**src/sv/sbb_pkg.sv**
```systemverilog
// Shared constants for the separable box blur block.
// No dependencies; imported by every module of the block.
package sbb_pkg;

    localparam int OUT_BITS     = 16;
    localparam int IN_BITS      = 16;
    localparam int W_CFG_BITS   = 11;
    localparam int H_CFG_BITS   = 13;
    localparam int R_CFG_BITS   = 5;
    localparam int CFG_IDX_BITS = 2;
    localparam int CFG_DATA_BITS = 13;

    localparam int MAX_HEIGHT = 4096;
    localparam int YW         = 12;

    localparam logic [CFG_IDX_BITS-1:0] REG_WIDTH  = 2'd0;
    localparam logic [CFG_IDX_BITS-1:0] REG_HEIGHT = 2'd1;
    localparam logic [CFG_IDX_BITS-1:0] REG_RADIUS = 2'd2;

    localparam logic OP_PUSH  = 1'b0;
    localparam logic OP_FLUSH = 1'b1;

endpackage

```
**src/sv/sbb_recip.sv**
```systemverilog
// Reciprocal unit: floor(2^K / win) by restoring division, one bit a cycle.
// Reloads after reset and after each start pulse. Uses sbb_pkg.
module sbb_recip #(
    parameter int K    = 23,
    parameter int WINW = 6
) (
    input  logic            clk,
    input  logic            rst_n,
    input  logic            start,
    input  logic [WINW-1:0] win,
    output logic            busy,
    output logic [K:0]      recip
);
    import sbb_pkg::*;

    localparam int CW = $clog2(K + 1);

    logic            pend_reg;
    logic            run_reg;
    logic [CW-1:0]   cnt_reg;
    logic [WINW-1:0] rem_reg;
    logic [WINW-1:0] rem_next;
    logic [K:0]      quo_reg;
    logic [WINW:0]   sh;
    logic            qbit;

    always_comb
    begin
        // numerator is 2^K: only its top bit is set
        sh = {rem_reg, (cnt_reg == CW'(K))};
        if (sh >= {1'b0, win})
        begin
            rem_next = WINW'(sh - {1'b0, win});
            qbit     = 1'b1;
        end
        else
        begin
            rem_next = WINW'(sh);
            qbit     = 1'b0;
        end
    end

    always_ff @(posedge clk or negedge rst_n)
    begin
        if (!rst_n)
        begin
            pend_reg <= 1'b1;
            run_reg  <= 1'b0;
            cnt_reg  <= '0;
        end
        else if (start)
        begin
            pend_reg <= 1'b1;
        end
        else if (pend_reg)
        begin
            pend_reg <= 1'b0;
            run_reg  <= 1'b1;
            cnt_reg  <= CW'(K);
        end
        else if (run_reg)
        begin
            if (cnt_reg == '0)
                run_reg <= 1'b0;
            else
                cnt_reg <= cnt_reg - 1'b1;
        end
    end

    always_ff @(posedge clk)
    begin
        if (pend_reg && !start)
        begin
            rem_reg <= '0;
            quo_reg <= '0;
        end
        else if (run_reg)
        begin
            rem_reg <= rem_next;
            quo_reg <= {quo_reg[K-1:0], qbit};
        end
    end

    assign busy  = pend_reg | run_reg;
    assign recip = quo_reg;

endmodule

```
**config.mk**
```make
export PLATFORM = sky130hd
export DESIGN_NAME = sbb_recip
export DESIGN_NICKNAME = d
export VERILOG_FILES = /design/src/sv/sbb_pkg.sv /design/src/sv/sbb_recip.sv
export SDC_FILE = /design/constraint.sdc
export NUM_CORES = 1
export LEC_CHECK = 0
export ABC_CLOCK_PERIOD_IN_PS = 3000
export BUFFER_PORTS_ARGS = -buffer_cell sky130_fd_sc_hd__buf_2
export CORE_ASPECT_RATIO = 0.7
export CORE_MARGIN = 8
export CORE_UTILIZATION = 34
export CTS_CLUSTER_DIAMETER = 50
export DETAILED_ROUTE_END_ITERATION = 8
export PLACE_DENSITY = 0.55
export REMOVE_ABC_BUFFERS = 1
export SLEW_MARGIN = 20
export SYNTH_ARGS = -nofsm -noshare
export SYNTH_HDL_FRONTEND = slang
export SYNTH_SLANG_ARGS = --single-unit
```
**constraint.sdc**
```tcl
create_clock -name clk -period 3 [get_ports clk]
set_input_delay 0.6 -clock clk [delete_from_list [all_inputs] [get_ports clk]]
set_output_delay 0.6 -clock clk [all_outputs]
set_load 0.01 [all_outputs]
```
==> impl_metrics.ini <==
[status]
status = complete, no violations

[grt]
antenna_found_initial = 0
grt_use_total_pct = 10.0
gr-total-overflow = 0
grt_max_degree = 38
grt_pass1_wl_um = 6360
grt_pass1_vias = 1393

[worst_setup_path]
worstPathArrival_ns = 2.59
r2r_end = rem_reg[0]$_SDFFE_PP0P_
crit_type = reg2reg
worstPathMaxFanout = 6
timing.rr.start = cnt_reg[0]$_DFFE_PN0P_
crit_required_ns = 3.21
ff2ff_path_depth = 8
ff2ff_setup_slack_ns = 0.62
cp-end-kind = register
start_kind = register

[place]
io_buffers = 33
gp_congestion = 0.767
hpwl_um = 2710

[pwr]
switching_share_pct = 34.8
peakVddDrop_v = 0.000307
power_w = 0.00149
p_leak_nw = 1.15
powerDensity_nw_per_um2 = 697
power_switching_w = 0.000519
p_comb_share_pct = 35.4
intPower_w = 0.000973
pwr-share-clk_pct = 22.3
seqPwrFrac_pct = 42.4

[floorplanning]
die-height_um = 77.1
pin_count = 34
dieArea_um2 = 7970
core_area_um2 = 5200
initial_utilization_pct = 34.9
die_x_um = 103
rows = 22

[cts]
cts_htree_levels = 2
clock_latency_ns = 0.29
clockRootBuffer = clkbuf_8
cts_max_path_buffers = 2
cts_resized = 0
cts_buffers = 5
cts_tree = done
clk_pin_slew_ns = 0.07
holdBufCountCts = 0
clock-sinks = 37
post_cts_buffers = 0

[synth]
synth_warnings = 0
synth_top_flop_cell = dfxtp_1
synth_area_per_cell_um2 = 9.56
synthCells = 190
synthArstFlopShare_pct = 18.9
ys_seq_area_share_pct = 42.8
synth-seq-cells = 37
synth_area_um2 = 1820
ys_types = 43
synth_edf_count = 0

[flow_run]
maxCapViolCount = 0

[routing]
drt-vias-per-instance = 4.69
drt_iter0_markers = 48
drcViolationCount = 0
wl_per_cell_um = 12.8
ant_nets = 0
first_pass_iters = 4
routed_wl_um = 3790
num_vias = 1392

[timing]
relSlewSlack_pct = 65.0
timing.final.crit_share_pct = 79.4
setup_tns_ns = 0
finClkSkew_ns = 0.00265
tightestPinTransition_ns = 0.526
maxSlewViolCount = 0
max_freq_mhz = 420
period_needed_ns = 2.38
finalHoldViolations = 0
setup_viol = 0
rsz0062_at_grt = false

[cells_and_area]
largest_reg_flops = 24
nNetsFinal = 244
multi_input_area_um2 = 967
register_area_um2 = 778
diodes = 0
fillers = 541
drive_gt1_share_pct = 23.6
synthToLayoutAreaGrowth_pct = 17.8

[min_path]
min_path_type = in2async
kinds of logic (layout without fill, tap and decap cells):
family / count (synthesis) / count (layout) / share of synthesized area [%]
AO/OA/AOI/OAI: 29 / 29 / 11.1
XOR/XNOR: 4 / 4 / 1.93
adder cells (fa/ha/maj): 11 / 11 / 7.99
multiplexers: 26 / 26 / 14.6
buffers and inverters: 19 / 54 / 4.07
AND/OR/NAND/NOR: 64 / 64 / 17.5
flip-flops: 37 / 37 / 42.8
layout by cell type, fill, tap and decap left out, types with 5 or more instances in the layout:
| master | count |
|---|---|
| dfxtp_1 | 30 |
| mux2i_1 | 25 |
| ha_1 | 10 |
| clkbuf_8 | 5 |
| buf_2 | 33 |
| nor2_1 | 34 |
| a21oi_1 | 8 |
| nand2b_1 | 5 |
| inv_1 | 11 |
| dfrtp_1 | 5 |
| o21ai_0 | 6 |
metal layers:
layer	GRT usage, %	routed length (um)	vias up
li1	-	-	720
met1	13.6	2060	633
met2	13.1	1420	34
met3	4.78	257	5
met4	3.45	48	0
met5	0	0	-
worst max path at each step:
stage	startpoint	slack (ns)	cells after the start	to
after floorplan	win[4]	0.73	7	rem_reg[0]$_SDFFE_PP0P_
after global placement	win[4]	0.56	8	rem_reg[0]$_SDFFE_PP0P_
after global routing	cnt_reg[0]$_DFFE_PN0P_	0.42	8	rem_reg[0]$_SDFFE_PP0P_
after CTS	cnt_reg[0]$_DFFE_PN0P_	0.61	8	rem_reg[0]$_SDFFE_PP0P_
final	cnt_reg[0]$_DFFE_PN0P_	0.62	8	rem_reg[0]$_SDFFE_PP0P_
after detailed placement	win[4]	0.49	8	rem_reg[0]$_SDFFE_PP0P_
cells in the mapped netlist, drive strengths merged (2+ instances only):
library cell | count | share of area (%)
a211oi | 4 | 2.2
a21oi | 9 | 3.1
a31oi | 3 | 1.0
buf | 4 | 0.97
clkbuf | 4 | 0.83
dfrtp | 6 | 8.3
dfxtp | 30 | 33
ha | 10 | 6.9
inv | 11 | 2.3
mux2i | 25 | 14
nand2 | 4 | 0.83
nand2b | 5 | 1.7
nand3 | 4 | 1.1
nand4b | 2 | 1.3
nor2 | 36 | 7.6
nor2b | 2 | 0.69
nor3 | 3 | 0.83
o21ai | 7 | 1.9
o31ai | 2 | 1.1
xnor2 | 2 | 0.97
xor2 | 2 | 0.97
critical path, stage by stage, from the launching register on:
cell and delay (ns):
dfrtp_1 0.40, ha_1 0.17, nand4b_1 0.16, ha_1 0.35, nand2b_1 0.15, a21boi_1 0.22
o31a_1 0.32, mux2_4 0.33, a211oi_2 0.21
power by group through the flow:
stage / sequential, W / combinational, W / clock (W)
2_1_floorplan: 0.000640 / 0.000385 / 0
3_3_place_gp: 0.000646 / 0.000529 / 0
3_5_place_dp: 0.000643 / 0.000525 / 0
4_1_cts: 0.000632 / 0.000531 / 0.000350
5_1_grt: 0.000644 / 0.000603 / 0.000361
6_report: 0.000632 / 0.000527 / 0.000332
through the flow:
step / cells / setup slack [ns] / utilization, % / hold slack [ns] / area [um^2]
floorplan: 182 / 0.729 / - / 0.304 / 1780
global placement: 289 / 0.560 / 39.5 / 0.448 / 2060
detailed placement: 289 / 0.490 / 39.5 / 0.448 / 2060
CTS: 297 / 0.613 / 41.1 / 0.129 / 2140
global route: 297 / 0.416 / 41.1 / 0.132 / 2140
finish: 297 / 0.617 / 41.1 / 0.135 / 2140
cell type report:
class,instances,area share (%)
Sequential cell,37,36.4
Clock buffer,6,3.39
Inverter,11,1.93
Multi-Input combinational cell,134,45.2
Timing Repair Buffer,35,8.42
Clock inverter,2,0.468
Tap cell,72,4.21
(Power assumes the default switching activity.)
