===== src/sv/sbb_pkg.sv =====
// Shared constants for the separable box blur block.
// No dependencies; imported by every module of the block.
package sbb_pkg;

    localparam int OUT_BITS     = 16;
    localparam int IN_BITS      = 16;
    localparam int W_CFG_BITS   = 11;
    localparam int H_CFG_BITS   = 13;
    localparam int R_CFG_BITS   = 5;
    localparam int CFG_IDX_BITS = 2;
    localparam int CFG_DATA_BITS = 13;

    localparam int MAX_HEIGHT = 4096;
    localparam int YW         = 12;

    localparam logic [CFG_IDX_BITS-1:0] REG_WIDTH  = 2'd0;
    localparam logic [CFG_IDX_BITS-1:0] REG_HEIGHT = 2'd1;
    localparam logic [CFG_IDX_BITS-1:0] REG_RADIUS = 2'd2;

    localparam logic OP_PUSH  = 1'b0;
    localparam logic OP_FLUSH = 1'b1;

endpackage


===== src/sv/sbb_div.sv =====
// Divide by the window size: multiply by reciprocal, then one-step correction.
// Three register stages. Uses sbb_pkg.
module sbb_div #(
    parameter int SUMW = 22,
    parameter int K    = 23,
    parameter int WINW = 6
) (
    input  logic            clk,
    input  logic            rst_n,
    input  logic            in_v,
    input  logic [SUMW-1:0] x,
    input  logic [K:0]      m,
    input  logic [WINW-1:0] win,
    output logic            out_v,
    output logic [SUMW-1:0] q
);
    import sbb_pkg::*;

    logic                 v1_reg, v2_reg, v3_reg;
    logic [SUMW-1:0]      x1_reg, x2_reg;
    logic [SUMW-1:0]      q1_reg, q2_reg, q3_reg;
    logic [SUMW+WINW-1:0] back_reg;
    logic [SUMW+K:0]      prod;
    logic [SUMW-1:0]      diff;

    assign prod = (SUMW+K+1)'(x) * (SUMW+K+1)'(m);
    assign diff = x2_reg - SUMW'(back_reg);

    always_ff @(posedge clk or negedge rst_n)
    begin
        if (!rst_n)
        begin
            v1_reg <= 1'b0;
            v2_reg <= 1'b0;
            v3_reg <= 1'b0;
        end
        else
        begin
            v1_reg <= in_v;
            v2_reg <= v1_reg;
            v3_reg <= v2_reg;
        end
    end

    always_ff @(posedge clk)
    begin
        x1_reg   <= x;
        q1_reg   <= prod[K+SUMW-1:K];
        x2_reg   <= x1_reg;
        q2_reg   <= q1_reg;
        back_reg <= (SUMW+WINW)'(q1_reg) * (SUMW+WINW)'(win);
        // estimate is exact or one low
        q3_reg   <= (diff >= SUMW'(win)) ? q2_reg + 1'b1 : q2_reg;
    end

    assign out_v = v3_reg;
    assign q     = q3_reg;

endmodule


===== config.mk =====
export PLATFORM = sky130hd
export DESIGN_NAME = sbb_div
export DESIGN_NICKNAME = d
export VERILOG_FILES = /design/src/sv/sbb_pkg.sv /design/src/sv/sbb_div.sv
export SDC_FILE = /design/constraint.sdc
export NUM_CORES = 2
export LEC_CHECK = 0
export BUFFER_PORTS_ARGS = -buffer_cell sky130_fd_sc_hd__buf_4
export CORE_AREA = 2 2 211 213
export DETAILED_ROUTE_END_ITERATION = 10
export DIE_AREA = 0 0 213 215
export GPL_TIMING_DRIVEN = 0
export PLACE_DENSITY = 0.78
export SETUP_SLACK_MARGIN = 0.2
export SLEW_MARGIN = 30
export SYNTH_ARGS = -nofsm -noshare
export SYNTH_HDL_FRONTEND = slang
export SYNTH_SLANG_ARGS = --single-unit

===== constraint.sdc =====
create_clock -name clk -period 8.6 [get_ports clk]
set_clock_uncertainty 0.2 [all_clocks]
set_input_delay 1.72 -clock clk [delete_from_list [all_inputs] [get_ports clk]]
set_output_delay 1.72 -clock clk [all_outputs]
set_load 0.02 [all_outputs]

==> results.sh <==
export IMPL_status="finished, final reports clean"
export IMPL_grtUsageTotal_pct=31.8
export IMPL_grt_pass1_wl_mm=110
export IMPL_synth_xor_area_share_pct=2.84
export IMPL_synthArstFlopShare_pct=2.22
export IMPL_grt_max_degree=17
export IMPL_cap_violations=0
export IMPL_core_area_mm2=0.0436
export IMPL_vias=18500
export IMPL_netlist_area_mm2=0.0237
export IMPL_syn_nets=3361
export IMPL_ys_ff_latch=135
export IMPL_cts_tree="done"
export IMPL_dieArea_mm2=0.0458
export IMPL_cp_top_family="adder cells"
export IMPL_crit_path_frequent_cell="fa_1"
export IMPL_yosys_area_share_adder_pct=53.4
export IMPL_synth_area_mux_share_pct=0.174
export IMPL_routedWlPerCell_um=21.1
export IMPL_cts_made_buffers=17
export IMPL_clock_latency_ps=420
export IMPL_syn_avg_cell_area_um2=9.14
export IMPL_grt_overflow_total=0
export IMPL_syn2layout_area_growth_pct=8.51
export IMPL_slew_headroom_pct=38.0
export IMPL_multiInputGateArea_mm2=0.0186
export IMPL_cp_cell_sequence="buf_4 > clkbuf_1 > nand2_1 > fa_1 > inv_1 > fa_1 > inv_1 > fa_1 > inv_1 > fa_1 > fa_1 > fa_1 > fa_1 > ha_1 > a21o_1 > a21o_1 > a21oi_1 > o21ai_0 > nand2_1 > nand3_2 > a31oi_4 > o21ai_1 > a311o_1"
export IMPL_portBuffers=75
export IMPL_ys_warn_count=0
export IMPL_cp_required_ps=8700
export IMPL_dr_pass1_iters=5
export IMPL_min_period_ps=8160
export IMPL_dpl_cell_area_mm2=0.0250
export IMPL_final_nets=3456
export IMPL_gp_congestion=1.03
export IMPL_rsz0062_at_grt="false"
export IMPL_chipHeight_um=215
export IMPL_layout_drive_gt1_share_pct=6.73
export IMPL_synth_simple_area_share_pct=17.1
export IMPL_cts_root_buf="clkbuf_16"
export IMPL_critPathSlowestCell="fa_1"
export IMPL_die_x_um=213
export IMPL_seq_area_frac_synth_pct=11.5
export IMPL_fin_util_pct=59.0
export IMPL_hold_viol_final=0
export IMPL_initial_core_util_pct=54.4
export IMPL_crit_path_end_kind="flip-flop"
export IMPL_seq_area_mm2=0.00272
export IMPL_viasPerCell=5.62
export IMPL_grt_antenna_before_repair=8
export IMPL_drc=0
export IMPL_hold_slack_ps=127
export IMPL_start_kind="primary input"
export IMPL_fmax_ghz=0.123
export IMPL_cp_max_fo=10
export IMPL_drt_iter0_markers=1427
export IMPL_fill_cells=3753
export IMPL_synth_top_family_by_area="adder cells"
export IMPL_fin_area_mm2=0.0258
export IMPL_dpl_hpwl_mm=56.8
export IMPL_critPathMaxStageDelay_ps=540
export IMPL_drv_slew=0
export IMPL_period_share_pct=94.9
export IMPL_routed_wl_mm=69.5
export IMPL_clockBufferDepth=2
export IMPL_setup_viol=0
export IMPL_clock_sinks=135
export IMPL_hp_class="reg -> reg"
export IMPL_synth_top_flop_cell="dfxtp_1"
export IMPL_grt_pass1_vias=20000
export IMPL_tightest_slew_ps=930
export IMPL_synth_compound_area_share_pct=4.55
export IMPL_path_class="in -> reg"
export IMPL_cp_buffers_inverters=5
export IMPL_synth_edf_count=0
export IMPL_rows=77
export IMPL_pin_count=78
export IMPL_antenna_left=0
export IMPL_arrival_ps=8260
export IMPL_syn_inst=2596
export IMPL_fin_setup_tns_ps=0
export IMPL_synth_distinct_cells=59
export IMPL_path_clk_slew_ps=70
export IMPL_htreeDepth=4
-- area by class of cell --
class                           count  area share [%]
Timing Repair Buffer               76            2.22
Sequential cell                   135            10.6
Tap cell                          592            2.88
Antenna cell                        1         0.00972
Buffer                            114            1.98
Inverter                          544            7.93
Multi-Input combinational cell   1803            72.1
Clock inverter                     15           0.704
Clock buffer                       17            1.65
-- through the flow --
| stage | worst slack (ps) | instances |
|---|---|---|
| 5_1_grt | 245 | 3296 |
| 2_1_floorplan | 808 | 2596 |
| 3_5_place_dp | -939 | 3263 |
| 3_3_place_gp | -897 | 3263 |
| 4_1_cts | 209 | 3296 |
| 6_report | 443 | 3297 |
-- metal layers --
layer	wire, um	global-route usage [%]	vias to the layer above
met1	26300	40.2	9305
met2	32700	51.9	1015
met4	3760	15.3	12
met3	6640	6.59	258
li1	-	-	7951
met5	70	0	-
-- worst register-to-register path, delay by kind of cell, from the launching register on --
| family | cells | cell delay (ps) |
|---|---|---|
| flip-flops | 1 | 310 |
| buffers and inverters | 3 | 420 |
| multiplexers | 1 | 340 |
| AND/OR/NAND/NOR | 6 | 1640 |
| AO/OA/AOI/OAI | 3 | 990 |
| adder cells (fa/ha/maj) | 3 | 850 |
-- cells in the mapped netlist (4+ instances only) --
library cell    n  area, um2
and2_1        239       1500
ha_1          205       2560
nor2_1         49        184
dfxtp_1       132       2640
a21oi_1        44        220
a211oi_1       13       97.6
o21a_1          7       52.6
nand2_1       438       1640
nand4_1        19        119
a31oi_1        12       75.1
o211ai_1        8       60.1
inv_1         544       2040
nor4_1          5       31.3
nand2b_1       12       75.1
nor3b_1         4       30.0
o21ai_0        28        140
nand4b_1        4       35.0
o21bai_1        6       45.0
nor2b_1         9       56.3
a21o_1         18        135
xnor2_1        45        394
and3_1          9       56.3
xor2_1         32        280
nor3_1         25        125
clkbuf_1      108        405
nand3_1        22        110
fa_1          505      10100
-- logic make-up (layout without fill, tap and decap cells) --
family / Yosys count / in the layout
flip-flops: 135 / 135
multiplexers: 4 / 4
XOR/XNOR: 77 / 77
buffers and inverters: 658 / 766
adder cells (fa/ha/maj): 710 / 710
AND/OR/NAND/NOR: 848 / 848
AO/OA/AOI/OAI: 164 / 164
other: 0 / 1
-- final timing paths --
kind	start	to	slack [ps]	cells after the start
setup / recovery	x[14]	q1_reg[14]	440	23
hold / removal	x1_reg[19]	x2_reg[19]	130	0
setup reg to reg	x2_reg[0]	q[1]	3750	16
hold reg to reg	x1_reg[19]	x2_reg[19]	130	0
max in group asynchronous	rst_n	v2_reg	7220	1
min in group asynchronous	rst_n	out_v	890	1
-- layout by cell type (no fill, tap or decap), types with 26 or more instances in the layout --
cell | netlist | final
inv_1 | 544 | 544
fa_1 | 505 | 505
nand2_1 | 438 | 438
and2_1 | 239 | 239
ha_1 | 205 | 205
dfxtp_1 | 132 | 132
buf_4 | 2 | 78
clkbuf_1 | 108 | 52
clkbuf_2 | 0 | 50
nor2_1 | 49 | 48
xnor2_1 | 45 | 45
a21oi_1 | 44 | 44
xor2_1 | 32 | 32
o21ai_0 | 28 | 26
-- repair_timing --
item	4_1_cts	5_1_grt
endpoints found under the setup margin	20	7
pin swaps	1	0
hold buffers	0	0
resized for setup	44	39
setup buffers	1	0
Power is left out: the tool's default activity adds up to more than one toggle a clock period on the data nets, which glitch-free logic cannot reach.
